[src/wsdf_pkg.sv]
`default_nettype none

package wsdf_pkg;

    localparam int unsigned BYTE_W  = 8;
    localparam int unsigned KIND_W  = 2;
    localparam int unsigned LEN_W   = 64;
    localparam int unsigned KEY_W   = 32;
    localparam int unsigned CNT_W   = 4;

    localparam logic [6:0] LEN_CODE_16 = 7'd126;
    localparam logic [6:0] LEN_CODE_64 = 7'd127;
    localparam logic [3:0] OP_BINARY   = 4'd2;
    localparam logic [3:0] OP_CLOSE    = 4'd8;

    localparam logic [CNT_W-1:0] EXT16_BYTES = 4'd2;
    localparam logic [CNT_W-1:0] EXT64_BYTES = 4'd8;
    localparam logic [CNT_W-1:0] KEY_BYTES   = 4'd4;

    typedef enum logic [KIND_W-1:0] {
        EV_BYTE  = 2'd0,
        EV_EMPTY = 2'd1,
        EV_CLOSE = 2'd2
    } event_kind_t;

endpackage

`default_nettype wire

[src/websocket_frame_deframer_unit.sv]
// WebSocket deframer: takes the received stream one byte per transfer on the
// s_ side and gives binary payload bytes (unmasked), an empty-message event for
// an empty binary frame and a close event at the end of a close frame on the
// m_ side; other opcodes and FIN are ignored. One byte is taken every cycle
// while the output keeps up; a byte is registered on entry, runs through the
// combinational header/payload phase logic and lands in the output register,
// so a result reaches the m_ side through the input and output registers, and
// a stall on the m_ side can hold it between them. Each byte takes a single
// phase update, including a 64-bit length decrement.
`default_nettype none

module websocket_frame_deframer_unit
    import wsdf_pkg::*;
(
    input  wire logic              clk,
    input  wire logic              rst_n,
    input  wire logic              s_tvalid,
    output logic                   s_tready,
    input  wire logic [BYTE_W-1:0] s_tdata,   // [7:0] stream_byte
    output logic                   m_tvalid,
    input  wire logic              m_tready,
    output logic [BYTE_W-1:0]      m_tdata,   // [7:0] payload_byte
    output logic [KIND_W-1:0]      m_tuser,   // [1:0] event_kind
    output logic                   m_tlast    // message_end
);

    typedef enum logic [2:0] {
        PH_HDR0    = 3'd0,
        PH_HDR1    = 3'd1,
        PH_EXTLEN  = 3'd2,
        PH_KEY     = 3'd3,
        PH_PAYLOAD = 3'd4
    } phase_t;

    // input stage
    logic              in_valid_reg;
    logic [BYTE_W-1:0] in_data_reg;
    logic              consume;

    // parser state
    phase_t            phase_reg, phase_next;
    logic [3:0]        opcode_reg, opcode_next;
    logic              masked_reg, masked_next;
    logic [LEN_W-1:0]  remain_reg, remain_next;
    logic [CNT_W-1:0]  hcount_reg, hcount_next;
    logic [KEY_W-1:0]  key_reg, key_next;
    logic [1:0]        key_idx_reg, key_idx_next;

    // result stage
    logic              out_valid_reg;
    logic [BYTE_W-1:0] out_data_reg;
    event_kind_t       out_kind_reg;
    logic              out_last_reg;

    logic              res_valid;
    logic [BYTE_W-1:0] res_data;
    event_kind_t       res_kind;
    logic              res_last;

    logic [BYTE_W-1:0] b;
    logic [6:0]        len_code;
    logic [LEN_W-1:0]  len_val;
    logic [CNT_W-1:0]  hcount_dec;
    logic [LEN_W-1:0]  remain_dec;
    logic [BYTE_W-1:0] key_byte;
    logic              len_known;
    logic              hdr_done;

    assign consume  = in_valid_reg && (!out_valid_reg || m_tready);
    assign s_tready = !in_valid_reg || consume;

    assign b          = in_data_reg;
    assign len_code   = b[6:0];
    assign hcount_dec = hcount_reg - 1'b1;
    assign remain_dec = remain_reg - 1'b1;
    assign key_byte   = BYTE_W'(key_reg >> {~key_idx_reg, 3'b000});

    always_comb
    begin
        phase_next   = phase_reg;
        opcode_next  = opcode_reg;
        masked_next  = masked_reg;
        remain_next  = remain_reg;
        hcount_next  = hcount_reg;
        key_next     = key_reg;
        key_idx_next = key_idx_reg;
        res_valid    = 1'b0;
        res_data     = '0;
        res_kind     = EV_BYTE;
        res_last     = 1'b1;
        len_known    = 1'b0;
        hdr_done     = 1'b0;
        len_val      = remain_reg;

        case (phase_reg)
            PH_HDR1:
            begin
                masked_next = b[7];
                if (len_code == LEN_CODE_16 || len_code == LEN_CODE_64)
                begin
                    hcount_next = (len_code == LEN_CODE_16) ? EXT16_BYTES : EXT64_BYTES;
                    remain_next = '0;
                    phase_next  = PH_EXTLEN;
                end
                else
                begin
                    len_val   = LEN_W'(len_code);
                    len_known = 1'b1;
                end
            end
            PH_EXTLEN:
            begin
                len_val     = {remain_reg[LEN_W-BYTE_W-1:0], b};
                remain_next = len_val;
                hcount_next = hcount_dec;
                len_known   = (hcount_dec == '0);
            end
            PH_KEY:
            begin
                key_next    = {key_reg[KEY_W-BYTE_W-1:0], b};
                hcount_next = hcount_dec;
                hdr_done    = (hcount_dec == '0);
            end
            PH_PAYLOAD:
            begin
                key_idx_next = key_idx_reg + 1'b1;
                remain_next  = remain_dec;
                if (remain_dec == '0)
                    phase_next = PH_HDR0;
                if (opcode_reg == OP_BINARY)
                begin
                    res_valid = 1'b1;
                    res_kind  = EV_BYTE;
                    res_data  = masked_reg ? (b ^ key_byte) : b;
                    res_last  = (remain_dec == '0);
                end
                else if (opcode_reg == OP_CLOSE && remain_dec == '0)
                begin
                    res_valid = 1'b1;
                    res_kind  = EV_CLOSE;
                end
            end
            default:
            begin
                opcode_next  = b[3:0];
                masked_next  = 1'b0;
                remain_next  = '0;
                hcount_next  = '0;
                key_idx_next = '0;
                phase_next   = PH_HDR1;
            end
        endcase

        if (len_known)
        begin
            remain_next = len_val;
            if (masked_next)
            begin
                hcount_next = KEY_BYTES;
                key_next    = '0;
                phase_next  = PH_KEY;
            end
            else
                hdr_done = 1'b1;
        end

        if (hdr_done)
        begin
            key_idx_next = '0;
            if (remain_next != '0)
                phase_next = PH_PAYLOAD;
            else
            begin
                phase_next = PH_HDR0;
                if (opcode_reg == OP_BINARY)
                begin
                    res_valid = 1'b1;
                    res_kind  = EV_EMPTY;
                end
                else if (opcode_reg == OP_CLOSE)
                begin
                    res_valid = 1'b1;
                    res_kind  = EV_CLOSE;
                end
            end
        end
    end

    always_ff @(posedge clk or negedge rst_n)
    begin
        if (!rst_n)
        begin
            in_valid_reg  <= 1'b0;
            out_valid_reg <= 1'b0;
            phase_reg     <= PH_HDR0;
            opcode_reg    <= '0;
            masked_reg    <= 1'b0;
            remain_reg    <= '0;
            hcount_reg    <= '0;
            key_reg       <= '0;
            key_idx_reg   <= '0;
        end
        else
        begin
            if (s_tready)
                in_valid_reg <= s_tvalid;
            if (consume)
            begin
                out_valid_reg <= res_valid;
                phase_reg     <= phase_next;
                opcode_reg    <= opcode_next;
                masked_reg    <= masked_next;
                remain_reg    <= remain_next;
                hcount_reg    <= hcount_next;
                key_reg       <= key_next;
                key_idx_reg   <= key_idx_next;
            end
            else if (m_tready)
                out_valid_reg <= 1'b0;
        end
    end

    always_ff @(posedge clk)
    begin
        if (s_tvalid && s_tready)
            in_data_reg <= s_tdata;
        if (consume && res_valid)
        begin
            out_data_reg <= res_data;
            out_kind_reg <= res_kind;
            out_last_reg <= res_last;
        end
    end

    assign m_tvalid = out_valid_reg;
    assign m_tdata  = out_data_reg;
    assign m_tuser  = out_kind_reg;
    assign m_tlast  = out_last_reg;

    // payload phase is only entered with bytes left to consume
    a_payload_nonzero: assert property (@(posedge clk) disable iff (!rst_n)
        phase_reg == PH_PAYLOAD |-> remain_reg != '0)
        else $error("payload phase with zero bytes remaining");

    a_hdr_count: assert property (@(posedge clk) disable iff (!rst_n)
        (phase_reg == PH_EXTLEN || phase_reg == PH_KEY) |->
            (hcount_reg != '0 && hcount_reg <= EXT64_BYTES))
        else $error("header byte count out of range");

    a_event_last: assert property (@(posedge clk) disable iff (!rst_n)
        (m_tvalid && m_tuser != EV_BYTE) |-> (m_tlast && m_tdata == '0))
        else $error("event result without end mark or with data");

    a_no_result_in_header: assert property (@(posedge clk) disable iff (!rst_n)
        (consume && (phase_reg == PH_HDR0 || phase_reg == PH_EXTLEN) && !len_known)
            |=> !m_tvalid)
        else $error("result produced mid-header");

    a_key_reset: assert property (@(posedge clk) disable iff (!rst_n)
        (consume && phase_reg == PH_KEY && hdr_done) |=> key_idx_reg == '0)
        else $error("key index not cleared at end of header");

endmodule

`default_nettype wire
[config.mk]
export PLATFORM = sky130hd
export DESIGN_NAME = websocket_frame_deframer_unit
export DESIGN_NICKNAME = d
export VERILOG_FILES = /design/src/wsdf_pkg.sv /design/src/websocket_frame_deframer_unit.sv
export SDC_FILE = /design/constraint.sdc
export NUM_CORES = 1
export LEC_CHECK = 0
export BUFFER_PORTS_ARGS = -buffer_cell sky130_fd_sc_hd__buf_2
export CAP_MARGIN = 20
export CORE_ASPECT_RATIO = 1.75
export CORE_UTILIZATION = 40
export CTS_CLUSTER_DIAMETER = 50
export DETAILED_ROUTE_END_ITERATION = 8
export GPL_ROUTABILITY_DRIVEN = 0
export GPL_TIMING_DRIVEN = 0
export PLACE_DENSITY_LB_ADDON = 0.05
export SYNTH_ARGS = -nofsm -noshare
export SYNTH_HDL_FRONTEND = slang
export SYNTH_SLANG_ARGS = --single-unit
[constraint.sdc]
create_clock -name clk -period 4.2 [get_ports clk]
set_input_delay 0 -clock clk [delete_from_list [all_inputs] [get_ports clk]]
set_output_delay 0 -clock clk [all_outputs]
set_load 0.02 [all_outputs]
==> results.md, run 1 <==
* Setup violators final at 13
* Synth Net Count at 1,325
* Max reg flops at 64
* Post-Syn Area at 10,100 sq um
* Drc violations at 0
* Minimum clock period after layout at 4.37 ns
* Die Width at 122 microns
* Clock skew at 0.0235 ns
* GR Util All Layers at 0.417
* Fillers at 2,465
* CTS sink count at 131
* Nets at 1,420
* Crit-path cells: clkbuf_1 -> nor3b_2 -> clkbuf_2 -> clkbuf_1 -> a22oi_1 -> a21oi_1 -> nor4_1 -> nand4_1 -> buf_4 -> buf_4 -> o32ai_1 -> and4b_1
* Clock root cell: clkbuf_16
* Final Max Tran Viols at 0
* Part of the power in combinational logic at 0.628
* Area occupied by multi-input gates at 6690 sq um
* Number of flops mapped to enable cells by yosys at 19
* Starting Density at 0.408
* HP Class: in -> reg
* Post-DP HPWL at 36,600 microns
* Slew headroom at 0.237
* FFs w/ async S/R, synth at 0.855
* Crit end category: flip-flop
* Unrepaired setup endpoints after global routing: yes
* Wirelength, routed at 52,000 microns
* Num ports at 25
* Top_reg_cell synth: dfrtp_1
* Delay-heaviest family, CP: buffers and inverters
* Area delta synth->final at 22.1%
* Leak at 4.75 nW
* Row count at 76
* CTS Buf Count at 17
* Critical path startpoint category: flip-flop
* Share of layout cells above drive strength 1 at 0.186
* Initial antenna violation count at 1
* Failing checks: negative setup slack
* Status: complete, but fails checks
* Iteration-0 DRC Markers at 1,557
* Worst Max-Slew Pin Slew at 1.14 ns
* WS Path Type: reg -> reg
* Synth top area share at 0.278
* Total power at 0.00913 W
* Max Cap Viol at 0
* CTS tree: done
* Fin. Hold Viols at 0
* Mapped Cells at 1,309
* Seq cells post-synth at 131
* Reg area at 3380 sq um
* N_diodes at 0
* Final core utilization at 0.499
* Switching Power at 0.00482 W
* Via count at 11,706
* Clk_lat worst skew at 0.47 ns
* Max clock buf depth at 2
* VDD IR max at 0.527 mV
* Switching Fraction at 0.528
* First-pass DRT Iterations at 8
* WL/cell at 30.1 microns
* Gr ovfl total at 0
* Placed cell area at 10,700 sq um
* Final setup TNS at -1.72 ns
* Area contributors post-synth: dfrtp_1, nand2_1, edfxtp_1
* Avg Cell Area, Syn at 7.71 sq um
* Int Power at 0.00431 W
* Placed Cells at 1,648
* CP max stage delay at 0.78 ns
* Core area at 24,700 sq um
* Non-filler cells, final at 1,729
* Yosys warns at 0
* Vias per inst at 6.77
* P per Cell Area at 741 nW/um^2
* CP Max Fanout at 10
* Worst Path Required at 4.41 ns
* Sequential Power Share at 0.210
* Fin crit share at 1.04
* PnR worst setup slack at -0.169 ns
* Largest net degree at the start of global routing at 83
* Die Ht at 212 microns
* Vias in the first global route at 11,446
* Cell area after layout at 12,300 sq um
* Max H-tree Level at 4
* Critical path arrival at 4.58 ns
* Worst path buffer plus inverter count at 5
* Die Area at 25,900 sq um
* Clock power share at 0.162
* Area leader, netlist: dfrtp_1
* Netlist cell types at 76
* Post-route ant nets at 0
* Port buffer count at 24
* Slowest CP cell: clkbuf_1
* Seq/Total Area, Yosys at 0.334
* Achievable Freq at 229 MHz
* First-pass GRT wire length at 76,100 microns
* Worst-path clk slew at 0.06 ns
-- cells by family after synthesis --
family,Yosys count,share of synthesized area
flip-flops,131,0.334
XOR/XNOR,48,0.0416
adder cells (fa/ha/maj),4,0.00496
AO/OA/AOI/OAI,341,0.213
AND/OR/NAND/NOR,585,0.288
buffers and inverters,150,0.0580
multiplexers,50,0.0608
-- stage by stage --
step | worst slack, ns | hold slack, ns
floorplan | 0.0229 | -0.296
global placement | -1.86 | 0.177
detailed placement | -1.85 | -0.0910
CTS | -0.0187 | 0.234
global route | -0.172 | 0.246
finish | -0.169 | 0.249
-- power groups by stage --
stage	registers [W]	clock network, W	logic [W]
3_5_place_dp	0.00184	0	0.00464
6_report	0.00192	0.00148	0.00573
5_1_grt	0.00194	0.00154	0.00597
3_3_place_gp	0.00183	0	0.00463
4_1_cts	0.00189	0.00150	0.00515
2_1_floorplan	0.00174	0	0.00306
-- worst register-to-register path, cell delays in order, from the launching register on --
cell	delay [ns]
dfrtp_1	0.36
clkbuf_1	0.22
nor3b_2	0.61
clkbuf_2	0.54
clkbuf_1	0.79
a22oi_1	0.22
a21oi_1	0.55
nor4_1	0.15
nand4_1	0.12
buf_4	0.14
buf_4	0.11
o32ai_1	0.09
and4b_1	0.22
-- cell type report --
type                    instances  area share
multi-input cells            1028       0.543
repair buffers                 90      0.0576
plain buffers                 116      0.0422
flip-flops and latches        131       0.274
inverters                      20     0.00609
clock buffers                  17      0.0345
well taps                     312      0.0317
clock inverters                15      0.0109
-- synth_stat cells, types with 5 or more instances --
cell       instances
o211ai_1          10
or3_1             17
a22oi_1           11
mux4_2             8
a21oi_1           96
o22ai_1           16
and2_1             9
mux2_2            11
buf_1             10
nand3_1           24
nand4_1           19
dfrtp_1          112
nand2b_1          10
edfxtp_1          19
o31ai_1            9
nor3_1            37
nor4b_1            8
nand2_1          225
and4_1             6
nor4_1            42
xor2_1            14
xnor2_1           34
or4_1             29
a32oi_1            6
and3_1             6
o21a_1             7
o31a_1             6
buf_2              5
a221oi_1          12
mux2i_1           31
clkbuf_1         112
a31oi_1           18
nor2_1           118
o2bb2ai_1          5
o21ai_0           93
inv_1             20
-- metal layers --
metal,global-route usage,wire length (microns),share of wire
met1,0.426,16600,0.32
met2,0.659,24300,0.47
met3,0.130,5100,0.098
met4,0.414,6060,0.12
met5,0,0,0
-- what timing repair did --
action,4_1_cts,5_1_grt
endpoints found under the setup margin,70,15
hold buffers,14,0
hold endpoints to repair,122,0
buffers inserted,31,17
resized for setup,109,56
pin swaps,21,22
-- cells in the final DEF, fill, tap and decap left out, types with 10 or more instances in the layout --
cell / instances
a221oi_1: 11
buf_4: 44
dfrtp_1: 105
nor3_1: 30
clkbuf_16: 17
or3_1: 15
buf_2: 35
nand3_1: 21
clkbuf_2: 16
clkbuf_1: 74
o22ai_1: 15
nor2_1: 112
mux2i_1: 31
or4_1: 21
xnor2_1: 33
nand4_1: 19
edfxtp_1: 19
nor4_1: 27
dlygate4sd3_1: 14
nand2_1: 224
or4_4: 10
o21ai_0: 89
o211ai_1: 10
mux2_2: 11
a21oi_1: 92
a31oi_1: 16
xor2_1: 14
nor4_4: 14
a22oi_1: 11
inv_1: 18
-- worst paths after layout --
check                                             end  slack, ns  cells after the start                      start
setup / recovery                 m_tuser[1]$_DFFE_PP_      -0.17                     12   phase_reg[1]$_DFFE_PN0P_
setup reg to reg                 m_tuser[1]$_DFFE_PP_      -0.17                     12   phase_reg[1]$_DFFE_PN0P_
hold / removal                         b[6]$_DFFE_PP_       0.25                      2                 s_tdata[6]
min in group asynchronous  remain_reg[38]$_DFFE_PN0P_       0.50                      3                      rst_n
hold reg to reg             opcode_reg[0]$_DFFE_PN0P_       0.51                      2  opcode_reg[0]$_DFFE_PN0P_
max in group asynchronous  remain_reg[30]$_DFFE_PN0P_       2.51                      4                      rst_n
Note: power is estimated with default switching activity, not from simulation.
==> run 2, diff against run 1 <==
Clock period 4.2 ns to 4.3 ns, I/O delays scaled along.
==> results.md, run 2 (synthesis results as in run 1) <==
* Fillers at 2,506
* Nets at 1,409
* CTS tree: done
* Post-DP HPWL at 36,600 microns
* Reg area at 3380 sq um
* Largest net degree at the start of global routing at 65
* Fin crit share at 1.04
* Worst path buffer plus inverter count at 4
* Area delta synth->final at 21.2%
* Slew headroom at 0.254
* Area occupied by multi-input gates at 6660 sq um
* Die Ht at 212 microns
* Smallest hold slack at 0.0685 ns
* Max clock buf depth at 2
* Core area at 24,700 sq um
* Cell area after layout at 12,200 sq um
* Switching Power at 0.00468 W
* Worst-path clk slew at 0.07 ns
* Critical path arrival at 4.67 ns
* GR Util All Layers at 0.405
* Crit path top cell by count: clkbuf_1
* CP max stage delay at 0.65 ns
* Die Width at 122 microns
* Vias per inst at 6.75
* Status: complete, but fails checks
* Row count at 76
* Starting Density at 0.408
* Clock skew at 0.0152 ns
* Failing checks: negative setup slack
* Commonest cells after routing, fill and taps aside: nand2_1, nor2_1, dfrtp_1, a21oi_1, o21ai_0
* Gr ovfl total at 0
* Int Power at 0.00418 W
* Share of layout cells above drive strength 1 at 0.173
* Switching Fraction at 0.528
* Crit-path cells: clkbuf_1 -> nor3b_2 -> clkbuf_1 -> clkbuf_1 -> o31a_1 -> o21ai_0 -> a32oi_1 -> nor4_1 -> nand4_1 -> buf_4 -> o32ai_1 -> and4b_1
* HP Class: in -> async
* Critical path startpoint category: flip-flop
* Clock power share at 0.169
* Vias in the first global route at 11,375
* Final Max Tran Viols at 0
* Iteration-0 DRC Markers at 1,412
* First-pass DRT Iterations at 8
* Clock root cell: clkbuf_16
* WS Path Type: reg -> reg
* Achievable Freq at 224 MHz
* Initial antenna violation count at 1
* Part of the power in combinational logic at 0.621
* Placed cell area at 10,700 sq um
* First-pass GRT wire length at 74,100 microns
* CP Max Fanout at 10
* Sequential Power Share at 0.210
* CTS Buf Count at 17
* PnR worst setup slack at -0.163 ns
* P per Cell Area at 724 nW/um^2
* Max reg flops at 64
* Worst Max-Slew Pin Slew at 1.12 ns
* Crit end category: flip-flop
* Clk_lat worst skew at 0.46 ns
* Setup violators final at 12
* Via count at 11,602
* Post-route ant nets at 0
* Num ports at 25
* Commonest non-fill, non-tap cell in the layout: nand2_1
* CTS sink count at 131
* WL/cell at 29.4 microns
* Drc violations at 0
* Die Area at 25,900 sq um
* Delay-heaviest family, CP: buffers and inverters
* Port buffer count at 24
* Leak at 4.71 nW
* Total power at 0.00886 W
* R2r setup slk at -0.16 ns
* Max Cap Viol at 0
* Worst Path Required at 4.51 ns
* Unrepaired setup endpoints after global routing: yes
* Slowest CP cell: clkbuf_1
* Fin. Hold Viols at 0
* Minimum clock period after layout at 4.46 ns
* Max H-tree Level at 4
* VDD IR max at 0.388 mV
* Wirelength, routed at 50,600 microns
-- run 2: worst paths after layout --
path	to	depth (start not counted)	startpoint
max in group asynchronous	remain_reg[1]$_DFFE_PN0P_	3	rst_n
max reg2reg	m_tuser[1]$_DFFE_PP_	12	phase_reg[1]$_DFFE_PN0P_
min reg2reg	key_reg[28]$_DFFE_PN0P_	2	key_reg[28]$_DFFE_PN0P_
min	remain_reg[33]$_DFFE_PN0P_	2	rst_n
max	m_tuser[1]$_DFFE_PP_	12	phase_reg[1]$_DFFE_PN0P_
min in group clk	b[4]$_DFFE_PP_	2	s_tdata[4]
-- run 2: cell type report --
class	instances	area share
inverter	20	0.00613
multi-input combinational	1028	0.544
antenna	1	0.000204
clock buffer	17	0.0348
sequential	131	0.276
timing repair buffer	80	0.0526
tap	312	0.0319
clock inverter	15	0.0134
buffer	115	0.0406
-- run 2: power by group through the flow --
stage / clock (W) / combinational, W / sequential [W]
floorplan: 0 / 0.00299 / 0.00170
global placement: 0 / 0.00452 / 0.00179
detailed placement: 0 / 0.00452 / 0.00180
CTS: 0.00152 / 0.00495 / 0.00182
global route: 0.00157 / 0.00570 / 0.00189
finish: 0.00150 / 0.00550 / 0.00186
-- run 2: worst register-to-register path: cells and delay by family, from the launching register on --
family	cells	cell delay, ns
buffers and inverters	4	1.69
and+or+nand+nor	4	1.15
AOI/OAI and AO/OA	4	1.02
DFF	1	0.37
-- run 2: repair_timing --
action | 4_1_cts | 5_1_grt
pin swaps | 18 | 24
hold buffers | 12 | 0
setup buffers | 24 | 14
endpoints found under the hold margin | 110 | 0
endpoints found under the setup margin | 68 | 17
resized for setup | 84 | 61
-- run 2: routing by layer --
metal  part of all wire  vias up  global-route usage
met5            0.00095        -              0.0161
met4               0.12        4               0.411
met3              0.088      360               0.120
met2               0.46      794               0.641
met1               0.33     5479               0.410
li1                   -     4965                   -
-- run 2: stage by stage --
step / setup WS, ns / util / instances / setup TNS, ns
after detailed placement: -1.45 / 0.432 / 1649 / -43.93
after CTS: 0.00850 / 0.481 / 1704 / 0
after global routing: -0.107 / 0.495 / 1718 / -1.17
after global placement: -1.95 / 0.429 / 1645 / -50.87
after floorplan: 0.0268 / - / 1309 / 0
final: -0.163 / 0.495 / 1719 / -1.80
